--- config.mk ---
export PLATFORM = sky130hd
export DESIGN_NAME = vrl_pipe
export DESIGN_NICKNAME = d
export VERILOG_FILES = /design/src/vrl_pkg.sv /design/src/vrl_pipe.sv
export SDC_FILE = /design/constraint.sdc
export NUM_CORES = 1
export LEC_CHECK = 0
export BUFFER_PORTS_ARGS = -buffer_cell sky130_fd_sc_hd__buf_4
export CAP_MARGIN = 20
export CORE_AREA = 4 4 41 43
export DETAILED_ROUTE_END_ITERATION = 16
export DIE_AREA = 0 0 45 47
export GPL_TIMING_DRIVEN = 1
export PLACE_DENSITY = 0.5
export SETUP_SLACK_MARGIN = 0.2
export SLEW_MARGIN = 10
export SYNTH_ARGS = -nofsm -noshare
export SYNTH_HDL_FRONTEND = slang
export SYNTH_SLANG_ARGS = --single-unit
export TNS_END_PERCENT = 30
--- constraint.sdc ---
create_clock -name clk_i -period 2 [get_ports clk_i]
set_clock_uncertainty 0.1 [all_clocks]
set_input_delay 0.1 -clock clk_i [delete_from_list [all_inputs] [get_ports clk_i]]
set_output_delay 0.1 -clock clk_i [all_outputs]
set_load 0.1 [all_outputs]
--- src/vrl_pkg.sv ---
// Package for the point Verlet integrator: payload and register types,
// decay constants, the shared Q0.16 rounding multiply and the 32-bit clamp.
// No dependencies; every other file but vrl_stream_if imports it.
package vrl_pkg;

  // Register stages from the input register to the result register.
  localparam int unsigned NumStages = 9;
  // Stages held by the motion block; the settle block holds the rest.
  localparam int unsigned MotionStages = 3;

  localparam logic [15:0] LoadDecayQ16 = 16'd55050;  // 0.84
  localparam logic [15:0] ExpoDecayQ16 = 16'd60293;  // 0.92

  typedef enum logic [2:0] {
    REG_DAMPING      = 3'd0,
    REG_GRAVITY_STEP = 3'd1,
    REG_SKIN_GAIN    = 3'd2,
    REG_MUSCLE_GAIN  = 3'd3,
    REG_FRICTION     = 3'd4,
    REG_FLOOR_LEVEL  = 3'd5
  } reg_idx_e;

  typedef struct packed {
    logic signed [31:0] pos_x;
    logic signed [31:0] pos_y;
    logic signed [31:0] prev_x;
    logic signed [31:0] prev_y;
    logic signed [31:0] home_x;
    logic signed [31:0] home_y;
    logic               is_muscle;
    logic               pinned;
    logic [31:0]        load_in;
    logic [15:0]        exposure_in;
  } item_t;

  typedef struct packed {
    logic signed [31:0] new_pos_x;
    logic signed [31:0] new_pos_y;
    logic signed [31:0] new_prev_x;
    logic signed [31:0] new_prev_y;
    logic [31:0]        load_out;
    logic [15:0]        exposure_out;
    logic               floor_hit;
  } result_t;

  typedef struct packed {
    logic [15:0]        damping;
    logic signed [31:0] gravity_step;
    logic [15:0]        skin_shape_gain;
    logic [15:0]        muscle_shape_gain;
    logic [15:0]        floor_friction;
    logic signed [31:0] floor_level;
  } cfg_t;

  // Point after damped motion and gravity, before the home pull.
  typedef struct packed {
    logic signed [31:0] nx;
    logic signed [31:0] ny;
    logic signed [31:0] px;
    logic signed [31:0] py;
    logic signed [31:0] hx;
    logic signed [31:0] hy;
    logic               is_muscle;
    logic               pinned;
    logic [31:0]        load;
    logic [15:0]        expo;
  } mot_t;

  // round(d * f / 2^16), halves toward plus infinity
  function automatic logic signed [33:0] mul_q16(input logic signed [32:0] d,
                                                 input logic [15:0] f);
    logic signed [49:0] p;
    p = 50'(d) * 50'($signed({1'b0, f}));
    p = p + 50'sd32768;
    return p[49:16];
  endfunction

  // clamp to the signed 32-bit range
  function automatic logic signed [31:0] sat32(input logic signed [34:0] v);
    logic signed [31:0] r;
    if (v > 35'sd2147483647) begin
      r = 32'sh7FFF_FFFF;
    end else if (v < -35'sd2147483648) begin
      r = 32'sh8000_0000;
    end else begin
      r = v[31:0];
    end
    return r;
  endfunction

endpackage

--- src/vrl_pipe.sv ---
// Stage valid bits and stage enables of the integrator pipeline.
// Depends on vrl_pkg.
module vrl_pipe (
  input  logic                            clk_i,
  input  logic                            rst_ni,
  input  logic                            in_valid_i,
  input  logic                            out_ready_i,
  output logic [vrl_pkg::NumStages-1:0]   en_o,
  output logic                            out_valid_o
);
  import vrl_pkg::*;

  logic [NumStages-1:0] vld_q, vld_d;

  // a stage advances when empty or when the one after it advances
  always_comb begin
    en_o[NumStages-1] = !vld_q[NumStages-1] || out_ready_i;
    for (int k = NumStages - 2; k >= 0; k--) begin
      en_o[k] = !vld_q[k] || en_o[k+1];
    end
  end

  always_comb begin
    vld_d = vld_q;
    if (en_o[0]) begin
      vld_d[0] = in_valid_i;
    end
    for (int k = 1; k < NumStages; k++) begin
      if (en_o[k]) begin
        vld_d[k] = vld_q[k-1];
      end
    end
  end

  always_ff @(posedge clk_i or negedge rst_ni) begin
    if (!rst_ni) begin
      vld_q <= '0;
    end else begin
      vld_q <= vld_d;
    end
  end

  assign out_valid_o = vld_q[NumStages-1];
endmodule

== Yosys cells after proc, flatten, opt, wreduce, memory -nomap -nowiden ==
Index checks and enable logic that the tools add are counted.
Storage, ports and cells
  bits in registers: 9
  input bits: 4
  output and inout bits: 10
  logic and storage cells: 27
Operators by class
  reduce and logical (&&, ||, !) cells: 18
Operators by type and width (count)
  $logic_not A1 Y1: 9
  $logic_or A1 B1 Y1: 9

== Longest topological paths before layout ==
  word-level depth: 10
  gate-level depth with buffers: 4
  mapped depth without buffers: 2

== Least setup slack after synthesis ==
Ideal clock, no wire load.
  path type: register -> output
  start point: register vld_q[8]
  end point: output port en_o[3] (netlist name)
  arrival time: 2391 ps
  data required time: 1800 ps
  slack: -591 ps
  cell stages (with the launch flop): 5
  buffers on the path: 2
  cell sequence: dfrtp_1 > and4b_1 > buf_6 > buf_6 > nand4_1
On the way
  cells in the longest elaborated chain, start to end: 7
Ends and longest elaborated chain
  from (decl): line vrl_pipe.sv:13  | logic [NumStages-1:0] vld_q, vld_d;
  from (signal assigned): line vrl_pipe.sv:39  | vld_q <= vld_d;
  $logic_not A1 Y1: line vrl_pipe.sv:17  | en_o[NumStages-1] = !vld_q[NumStages-1] || out_ready_i;
  $logic_or A1 B1 Y1: line vrl_pipe.sv:17
  $logic_or A1 B1 Y1 (5 in series): line vrl_pipe.sv:19  | en_o[k] = !vld_q[k] || en_o[k+1];
  to (decl): line vrl_pipe.sv:8  | output logic [vrl_pkg::NumStages-1:0] en_o,
No other way between the ends.

== Final worst setup path ==
Same ends and word-level chain as after synthesis.

==> summary.txt <==
STA
  • Max Transition Viols Final: 0
  • Worst-Margin Slew: 0.2832 ns
  • Count of final setup violators: 0
  • Fmax: between 500 and 600 MHz
  • Fin. Hold Viols: 0
  • Period utilization: 84.15%
  • Min cycle time layout: 1.683 ns
  • Setup TNS: 0 ns
  • Unrepaired setup endpoints after global routing: false
  • Slew margin rel.: 81.28%

Min path
  • Tightest Hold Check Type: in -> reg

Floorplanning
  • Ports: 14
  • Die Wd: 45 um
  • CORE AREA: between 1000 and 1500 um2
  • Initial core utilization: around 30%
  • Rows: 13
  • Die Height: approximately 47 um
  • Die area: roughly 2100 um2

Synth
  • Top cell type's share of synthesized area: 57.69%
  • Top_reg_cell synth: dfrtp_1
  • Ranking of synthesized cells by area: dfrtp_1 58%, buf_6 5.8%, a41o_1 5.1%
  • Yosys warns: 0
  • Number of synthesized register bits: 9
  • Area leader, netlist: dfrtp_1
  • Avg Inst Size Synth: 12.20 um2
  • FFs w/ async S/R, synth: 100.0%
  • Cell with the most instances after synthesis: dfrtp_1
  • Netlist cell types: 15
  • Post-synth EDFFs: 0
  • Mapped Nets: 36
  • Post-Syn Area: 390.4 um2
  • Share of the yosys chip area belonging to registers: between 50% and 60%
  • Cells after synthesis: 32
  • Post-synth top cells: 9 x dfrtp_1, 3 x nand2b_1

Drt
  • DRC violations left: 0
  • Via-to-Cell Ratio: a little under 5
  • First-pass DRT Iterations: 4
  • Post-DRT Antenna Nets: 0
  • Highest Signal Layer: met3
  • Wire per inst: 12.21 um
  • DR WL met2: approximately 400 um
  • Iter 0 DRT Violations: 2
  • Via count: between 300 and 400
  • Routed wl met3: 82 um
  • Metal-1 WL: around 280 um
  • Drt total wl: between 700 and 800 um

Layout
  • Share of cells above drive strength 1: a little over two fifths
  • Largest reg by FF count: vld_q
  • Layout Nets: 53
  • Biggest regs: vld_q (9)
  • Area Growth Syn to Fin: 35.90%
  • Max reg flops: 9
  • Number of diodes: 0

Placement
  • PortBufs: 13
  • DPL Wire Length: between 500 and 600 um
  • Final GP Congestion: 0.7365

Critical path
  • Critical Path End: en_o[3]
  • Worst setup EP type: primary output
  • Cell family with most CP delay: flip-flops
  • Crit path max-delay cell type: dfrtp_4
  • CP max stage delay: around 0.48 ns
  • Crit Path Max Fanout: 14
  • Critical Path RT: roughly 1.8 ns
  • Worst R2R Path Depth: 2
  • R2R setup slack: between 0.7 and 0.8 ns
  • Worst r2r src: vld_q[8]
  • Worst setup SP type: register
  • CP Depth: 3
  • Crit path from: vld_q[8]
  • Crit Path Class: reg -> out
  • WP buf/inv: 1
  • Worst path cell trace: and4b_2 -> nand4_1 -> buf_4
  • Crit path DAT: roughly 1.5 ns
  • R2R Path End: vld_q[4]

GRT
  • Initial antenna violation count: 0
  • First-pass GRT wire length: 1283 um
  • All-Layer GR Usage: 9.280%
  • Via count of the first global-routing pass: around 310
  • Gr ovfl total: 0
  • Largest net degree at the start of global routing: 15

Clocking
  • H-tree Lvls: 1
  • Clock Tree Buf Depth: 2
  • Num CTS Buffers: 3
  • Clk Tree Root Cell: clkbuf_4
  • CTS tree: yes
  • Clock sink count: 9
  • CTS clk-pin slew, worst paths: approximately 0.060 ns
  • Clk Latency, worst-skew pair: between 0.2 and 0.3 ns
  • Postcts setup bufs: 0

Power
  • Pwr per Cell Area: 1393 nW/um2
  • Pleak: 0.2352 nW
  • Pwr Total: approximately 0.74 mW
  • Max VDD drop: roughly 0.64 mV

Run status
  • Status: complete, no violations

Run
  • Max cap viols: 0
## per-stage QoR
stage | utilization [%] | instances | setup WS [ns] | area, um2 | hold slack (ns)
final | 40.77 | 63 | 0.3169 | 530.5 | 0.04462
after global routing | 40.77 | 63 | 0.2402 | 530.5 | 0.04297
after CTS | 40.77 | 63 | 0.2874 | 530.5 | 0.03348
after detailed placement | 37.12 | 57 | 0.4872 | 483.0 | -0.1718
after global placement | 37.12 | 57 | 0.5439 | 483.0 | -0.1736
after floorplan | - | 32 | -0.1823 | 394.1 | -0.2956
## cell families after synthesis
family	count (synthesis)	share of synthesized area, %
AOI/OAI and AO/OA	6	13.46
and+or+nand+nor	13	20.84
DFF	9	57.69
buffers and inverters	4	8.010
## worst reg2reg max path: cells and delay by family (launching register included)
kind,cells,cell delay (ns)
AND/OR/NAND/NOR,1,0.33
flip-flops,1,0.48
AO/OA/AOI/OAI,1,0.27
## power breakdown
part	switching, mW	internal (mW)
Combinational	0.278	0.0789
Clock	0.0568	0.0765
Sequential	0.0333	0.215
## how the worst min path moves through the flow
stage	start	end	slack (ns)	cells after the start
floorplan	rst_ni	vld_q[0]	-0.30	0
global placement	rst_ni	vld_q[7]	-0.17	1
detailed placement	rst_ni	vld_q[8]	-0.17	1
CTS	out_ready_i	vld_q[8]	0.03	3
global route	out_ready_i	vld_q[8]	0.04	3
finish	out_ready_i	vld_q[8]	0.04	3
## layer usage
metal  global-route usage, %  vias up
met2                   15.25       12
li1                        -      149
met5                       0        -
met3                   6.897        0
met4                   7.018        0
met1                   7.547      152
## cells in the final DEF, fill, tap and decap left out
master / n
or2_1: 1
nand3_1: 2
a21o_1: 2
dfrtp_4: 1
nand2b_1: 3
dlygate4sd3_1: 2
a31o_2: 2
a41o_1: 2
inv_1: 1
clkbuf_1: 1
nand3b_1: 1
clkbuf_4: 3
and4_1: 1
and4b_2: 1
nand4_1: 2
nand2_1: 2
dfrtp_1: 8
buf_4: 13
## layout make-up
cell class                 instances  area (um2)
inverter                           1       3.754
clock buffer                       4       26.28
multi-input combinational         19       135.1
sequential                         9       229.0
timing repair buffer              15       117.6
tap                               15       18.77
fill                             147       770.7
## repair_timing
action                                  in CTS  in global routing
endpoints found under the setup margin       1                  0
hold endpoints to repair                    10                  0
hold buffers                                 2                  0
gates resized for setup                      1                  0
No activity file was read; power rests on OpenSTA's default activity.
