### config.mk
export PLATFORM = sky130hd
export DESIGN_NAME = vrl_motion
export DESIGN_NICKNAME = d
export VERILOG_FILES = /design/src/vrl_pkg.sv /design/src/vrl_motion.sv
export SDC_FILE = /design/constraint.sdc
export NUM_CORES = 2
export LEC_CHECK = 0
export ABC_CLOCK_PERIOD_IN_PS = 7300
export BUFFER_PORTS_ARGS = -buffer_cell sky130_fd_sc_hd__buf_2
export CAP_MARGIN = 20
export CORE_MARGIN = 5
export CORE_UTILIZATION = 57
export DETAILED_ROUTE_END_ITERATION = 7
export PLACE_DENSITY = 0.79
export SETUP_SLACK_MARGIN = 0.15
export SLEW_MARGIN = 30
export SYNTH_ARGS = -nofsm -noshare
export SYNTH_HDL_FRONTEND = slang
export SYNTH_SLANG_ARGS = --single-unit
### constraint.sdc
create_clock -name clk_i -period 7.3 [get_ports clk_i]
set_input_delay 1.095 -clock clk_i [delete_from_list [all_inputs] [get_ports clk_i]]
set_output_delay 1.095 -clock clk_i [all_outputs]
set_load 0.01 [all_outputs]
### src/vrl_pkg.sv
// Package for the point Verlet integrator: payload and register types,
// decay constants, the shared Q0.16 rounding multiply and the 32-bit clamp.
// No dependencies; every other file but vrl_stream_if imports it.
package vrl_pkg;

  // Register stages from the input register to the result register.
  localparam int unsigned NumStages = 9;
  // Stages held by the motion block; the settle block holds the rest.
  localparam int unsigned MotionStages = 3;

  localparam logic [15:0] LoadDecayQ16 = 16'd55050;  // 0.84
  localparam logic [15:0] ExpoDecayQ16 = 16'd60293;  // 0.92

  typedef enum logic [2:0] {
    REG_DAMPING      = 3'd0,
    REG_GRAVITY_STEP = 3'd1,
    REG_SKIN_GAIN    = 3'd2,
    REG_MUSCLE_GAIN  = 3'd3,
    REG_FRICTION     = 3'd4,
    REG_FLOOR_LEVEL  = 3'd5
  } reg_idx_e;

  typedef struct packed {
    logic signed [31:0] pos_x;
    logic signed [31:0] pos_y;
    logic signed [31:0] prev_x;
    logic signed [31:0] prev_y;
    logic signed [31:0] home_x;
    logic signed [31:0] home_y;
    logic               is_muscle;
    logic               pinned;
    logic [31:0]        load_in;
    logic [15:0]        exposure_in;
  } item_t;

  typedef struct packed {
    logic signed [31:0] new_pos_x;
    logic signed [31:0] new_pos_y;
    logic signed [31:0] new_prev_x;
    logic signed [31:0] new_prev_y;
    logic [31:0]        load_out;
    logic [15:0]        exposure_out;
    logic               floor_hit;
  } result_t;

  typedef struct packed {
    logic [15:0]        damping;
    logic signed [31:0] gravity_step;
    logic [15:0]        skin_shape_gain;
    logic [15:0]        muscle_shape_gain;
    logic [15:0]        floor_friction;
    logic signed [31:0] floor_level;
  } cfg_t;

  // Point after damped motion and gravity, before the home pull.
  typedef struct packed {
    logic signed [31:0] nx;
    logic signed [31:0] ny;
    logic signed [31:0] px;
    logic signed [31:0] py;
    logic signed [31:0] hx;
    logic signed [31:0] hy;
    logic               is_muscle;
    logic               pinned;
    logic [31:0]        load;
    logic [15:0]        expo;
  } mot_t;

  // round(d * f / 2^16), halves toward plus infinity
  function automatic logic signed [33:0] mul_q16(input logic signed [32:0] d,
                                                 input logic [15:0] f);
    logic signed [49:0] p;
    p = 50'(d) * 50'($signed({1'b0, f}));
    p = p + 50'sd32768;
    return p[49:16];
  endfunction

  // clamp to the signed 32-bit range
  function automatic logic signed [31:0] sat32(input logic signed [34:0] v);
    logic signed [31:0] r;
    if (v > 35'sd2147483647) begin
      r = 32'sh7FFF_FFFF;
    end else if (v < -35'sd2147483648) begin
      r = 32'sh8000_0000;
    end else begin
      r = v[31:0];
    end
    return r;
  endfunction

endpackage

### src/vrl_motion.sv
// Front stages: velocity, damping, gravity with saturation, load and
// exposure decay. Depends on vrl_pkg.
module vrl_motion (
  input  logic                                clk_i,
  input  logic [vrl_pkg::MotionStages-1:0]    en_i,
  input  vrl_pkg::item_t                      item_i,
  input  vrl_pkg::cfg_t                       cfg_i,
  output vrl_pkg::mot_t                       mot_o
);
  import vrl_pkg::*;

  // stage 0: differences and decay products
  item_t              it0_q, it1_q;
  logic signed [32:0] dx0_q, dy0_q;
  logic [47:0]        loadp0_q;
  logic [31:0]        expop0_q;
  // stage 1: damped velocity, rounded decays
  logic signed [33:0] vx1_q, vy1_q;
  logic [31:0]        load1_q;
  logic [15:0]        expo1_q;
  // stage 2: moved point
  mot_t               mot2_q;

  always_ff @(posedge clk_i) begin
    if (en_i[0]) begin
      it0_q    <= item_i;
      dx0_q    <= 33'(item_i.pos_x) - 33'(item_i.prev_x);
      dy0_q    <= 33'(item_i.pos_y) - 33'(item_i.prev_y);
      loadp0_q <= 48'(item_i.load_in) * 48'(LoadDecayQ16);
      expop0_q <= 32'(item_i.exposure_in) * 32'(ExpoDecayQ16);
    end
    if (en_i[1]) begin
      it1_q   <= it0_q;
      vx1_q   <= mul_q16(dx0_q, cfg_i.damping);
      vy1_q   <= mul_q16(dy0_q, cfg_i.damping);
      load1_q <= 32'((loadp0_q + 48'd32768) >> 16);
      expo1_q <= 16'((expop0_q + 32'd32768) >> 16);
    end
    if (en_i[2]) begin
      mot2_q.nx        <= sat32(35'(it1_q.pos_x) + 35'(vx1_q));
      mot2_q.ny        <= sat32(35'(it1_q.pos_y) + 35'(vy1_q) + 35'(cfg_i.gravity_step));
      mot2_q.px        <= it1_q.pos_x;
      mot2_q.py        <= it1_q.pos_y;
      mot2_q.hx        <= it1_q.home_x;
      mot2_q.hy        <= it1_q.home_y;
      mot2_q.is_muscle <= it1_q.is_muscle;
      mot2_q.pinned    <= it1_q.pinned;
      mot2_q.load      <= load1_q;
      mot2_q.expo      <= expo1_q;
    end
  end

  assign mot_o = mot2_q;
endmodule

# --- Word-level counts from Yosys, hierarchy flattened ---
# Cells that the tools add are included.
# W data, S select, Z words.
classes:
  add_sub_neg: 9
  n_mul: 4
  n_lt_le_gt_ge: 4
  mux: 2
op_table:
  columns: ["operator", "n"]
  rows:
  - ["$add A50 B17 Y50 const B", 2]
  - ["$mul A33 B17 Y50", 2]
  - ["$add A32 B34 Y35", 2]
  - ["$gt A35 B32 Y1 const B", 2]
  - ["$lt A35 B32 Y1 const B", 2]
  - ["$sub A32 B32 Y33", 2]
  - ["$mux W32", 2]
  - ["$add A48 B16 Y48 const B", 1]
  - ["$mul A32 B15 Y47 const B", 1]
  - ["$add A35 B32 Y35", 1]
  - ["$add A32 B16 Y32 const B", 1]
  - ["$mul A16 B16 Y32 const B", 1]
totals:
  regBits: 763
  in_bits: 374

# --- Logic depth before layout (Yosys ltp) ---
logic_depth:
  word_depth: 4
  depth_mapped: 26
  mapped_depth_nobuf: 24

# --- Least setup slack after synthesis ---
# OpenSTA, ideal clock, no wires.
synth_timing:
  kind: "input-to-reg"
  startpoint: "input cfg_i[114] (netlist name)"
  endpoint: "register vy1_q[29] (data pin)"
  setup_ps: 258
  arrival_ps: 7254
  required_ps: 7042
  path_slack_ps: -211
  stages: 22
  path_buffers: 2
  path_cell_list: "clkbuf_1 > clkbuf_1 > nand2_1 > fa_1 > fa_1 > fa_1 > inv_1 > fa_1 > fa_1 > inv_1 > fa_1 > inv_1 > ha_1 > a211oi_1 > o21ai_0 > a221o_1 > a221o_1 > a221oi_1 > o21bai_1 > a221o_1 > a21oi_1 > xnor2_1"
synth_between:
  elab_chain_cells: 2
synth_rtl:
  columns: ["item", "line_no", "source"]
  rows:
  - ["start: declaration", "vrl_motion.sv:7", "input vrl_pkg::cfg_t cfg_i,"]
  - ["$mul A33 B17 Y50", "vrl_pkg.sv:73", "p = 50'(d) * 50'($signed({1'b0, f}));"]
  - ["$add A50 B17 Y50", "vrl_pkg.sv:74", "p = p + 50'sd32768;"]
  - ["end signal: assignment", "vrl_motion.sv:35", "vy1_q <= mul_q16(dy0_q, cfg_i.damping);"]
  - ["end: declaration", "vrl_motion.sv:18", "logic signed [33:0] vx1_q, vy1_q;"]
# Every way passes these cells.
# A chain may end at the register's enable or synchronous reset.

# --- Final worst setup path ---
layout_timing:
  startpoint: "input cfg_i[114] (netlist name)"
  endpoint: "register vx1_q[27] (data pin)"
layout_between:
  elab_chain_cells: 2
layout_rtl:
  columns: ["item", "line_no", "source"]
  rows:
  - ["$mul A33 B17 Y50", "vrl_pkg.sv:73", null]
  - ["$add A50 B17 Y50", "vrl_pkg.sv:74", null]
  - ["end signal: assignment", "vrl_motion.sv:34", "vx1_q <= mul_q16(dx0_q, cfg_i.damping);"]
  - ["end: declaration", "vrl_motion.sv:18", null]
# Every way passes these cells.

==> run metrics <==
outcome finished, violations left; violated checks design-rule violations; synth warn 0; Net Count, Synth 9,529; ranking of synthesized cells by area fa_1 32%, edfxtp_1 28%, ha_1 12%; Final ANT Viol Nets 0; synthesized cell area 78,700 um^2; Clock Path Buffers 3; Num CTS Buffers 79; crit-path max cell delay roughly 0.54 ns; IO Pins 616; hold slack 0.387 ns; Synth Flop Type edfxtp_1; Synth area leader fa_1; final hold vios 0; fin crit period 6.94 ns; most used cell, CP fa_1; vias post-DR 53,500; initial antenna violation count 6; Critical path origin cfg_i[114]; total negative slack 0 ns; max frequency 144 MHz; # H-tree levels 3; Die Height 382 um; Cell variety after synth 76; Routed WL per cell 18.8 um; wirelength, routed roughly 190 mm; CTS clk-pin slew, worst paths approximately 0.07 ns; Residual DRC 8; post-route clock skew about 0.037 ns; layout cells sized above 1 0.138; first-pass GRT wire length 301 mm; Storage cell area roughly 22,000 um^2; HP Start expo1_q[15]; Syn Area/Cell approximately 11 um^2; DRT Pass-1 Iters 8; WS Path Type primary input to register; Final Cell Area 89,300 um^2; most frequent cells in the layout 1,691 x inv_1, 1,273 x fa_1, 734 x edfxtp_1, 724 x ha_1, 592 x nand2_1; Final Max Slew Viols 0; Post-synth EDFFs 734; TritonCTS clock tree yes; crit path launch type primary input; Hold Buf Count CTS 0; Hold WC Path Type register to register; Skew-Pair Late Insertion Delay 0.70 ns; GR Util All Layers 0.258; Area Overhead vs Synth 13.5%; final net count between 10,000 and 15,000; crit-path max FO 20; # rows 136; share of Yosys cell area claimed by the top area cell type 0.324; IO Port Bufs 535; fill count 10,200; Vias/cell 5.43; RSZ-0062 raised after global routing no; final worst-path cycle share 0.951; Core Area roughly 140,000 um^2; CP Capture Type register; placed cell area about 86,000 um^2; die area ~150,000 um^2; area of the multi-input gates 49,600 um^2; CP Data Arrival Time about 7.4 ns; Final Wtd Congestion 0.906; largest net degree at the start of global routing roughly 120; CTS Root Cell clkbuf_16; Post-synth ARST share 0; worst r2r src dy0_q[26]; Synth Register Bits 734; relative slew slack 0.356; Iteration-0 DRC Markers 3,212; max-cap violations 0; vias in the first global route approximately 60,000; post-synthesis sequential area ratio 0.280; Worst Tran Pin Value 0.966 ns; commonest non-fill, non-tap cell in the layout inv_1; final core occ 0.650; placed wire-length estimate 149 mm; gr ovfl total 0; Worst EP required 7.74 ns; Starting Density 0.573; Setup violations, final 0; die width 382 um; Sink Count approximately 730; CP max-delay cell fa_1; Cells after Synth about 7,200
-- kinds of logic (layout without fill, tap and decap cells) --
group	after synthesis	in the layout	synth area share
xor+xnor	280	280	0.0312
simple gates	1547	1547	0.0993
compound gates	704	704	0.0594
fa+ha+maj	1997	1997	0.439
flops	734	734	0.280
mux	1	1	0.000127
other cells	0	5	0
buf+inv	1895	2783	0.0908
-- through the flow --
step,setup WS [ns],cells
after floorplan,0.0991,7158
after global placement,-0.440,9660
after detailed placement,-0.519,9661
after CTS,0.199,9802
after global routing,0.125,9843
final,0.360,9845
-- what timing repair did --
item / 4_1_cts / 5_1_grt
buffers inserted: 0 / 37
resized for setup: 1 / 22
cloned: 0 / 1
pin swaps: 0 / 6
endpoints found under the setup margin: 2 / 24
-- routing by layer --
metal,share of wire,vias up,routed length (um),global-route usage
met5,0.00017,-,31,0
met4,0.041,4,7660,0.104
met3,0.061,491,11400,0.0364
met2,0.51,1886,95100,0.456
met1,0.38,27100,71200,0.321
li1,-,24100,-,-
-- cells in the mapped netlist, types with 6 or more instances --
cell type and number:
o211ai_1 19, clkbuf_1 190, inv_1 1691, nand3_1 59, and3_1 33, nand2b_1 14, ha_1 724, o31ai_1 14
a21o_1 130, o21bai_1 29, o21ai_0 119, o2111ai_1 8, nor3_1 39, nor2b_1 24, o21ai_1 12, xor2_1 84
nand2_1 592, a41oi_1 8, a21oi_1 182, a31oi_1 18, o21a_1 45, a211oi_1 36, nand4_1 25, buf_2 6
or3_1 11, a221oi_1 7, nor2_1 136, and2_1 576, xnor2_1 196, fa_1 1273, edfxtp_1 734, o22ai_1 6
and4_1 17
-- worst max-delay path, delay by kind of cell --
| kind | cells | cell delay, ns |
|---|---|---|
| adder cells (fa/ha/maj) | 7 | 3.04 |
| AO/OA/AOI/OAI | 9 | 1.99 |
| buffers and inverters | 8 | 0.96 |
| AND/OR/NAND/NOR | 1 | 0.15 |
| XOR/XNOR | 1 | 0.14 |
-- state kept, by name, indices dropped and copies added (netlist names) --
register / flops
dx0_q: 33
dy0_q: 33
expo1_q: 16
expop0_q: 17
it0_q: 130
it1_q: 130
load1_q: 32
loadp0_q: 33
mot_o: 242
vx1_q: 34
vy1_q: 34
-- cell type report --
type	count	area share
Tap cell	1794	0.0251
Clock buffer	90	0.0228
Sequential cell	734	0.247
Inverter	1691	0.0711
Clock inverter	51	0.00659
Multi-Input combinational cell	4529	0.555
Antenna cell	5	0.000140
Timing Repair Buffer	951	0.0721
-- path summary, 6_finish.rpt --
path                                  end  slack (ns)  cells past startpoint
worst min-delay path            mot_o[15]        0.39                      0
worst min register to register  mot_o[15]        0.39                      0
worst max-delay path            vx1_q[27]        0.36                     26
worst max register to register  vy1_q[29]        0.40                     21
Power is not shown: default switching activity piles up to over one toggle a cycle in this logic, so the estimate is an artifact.
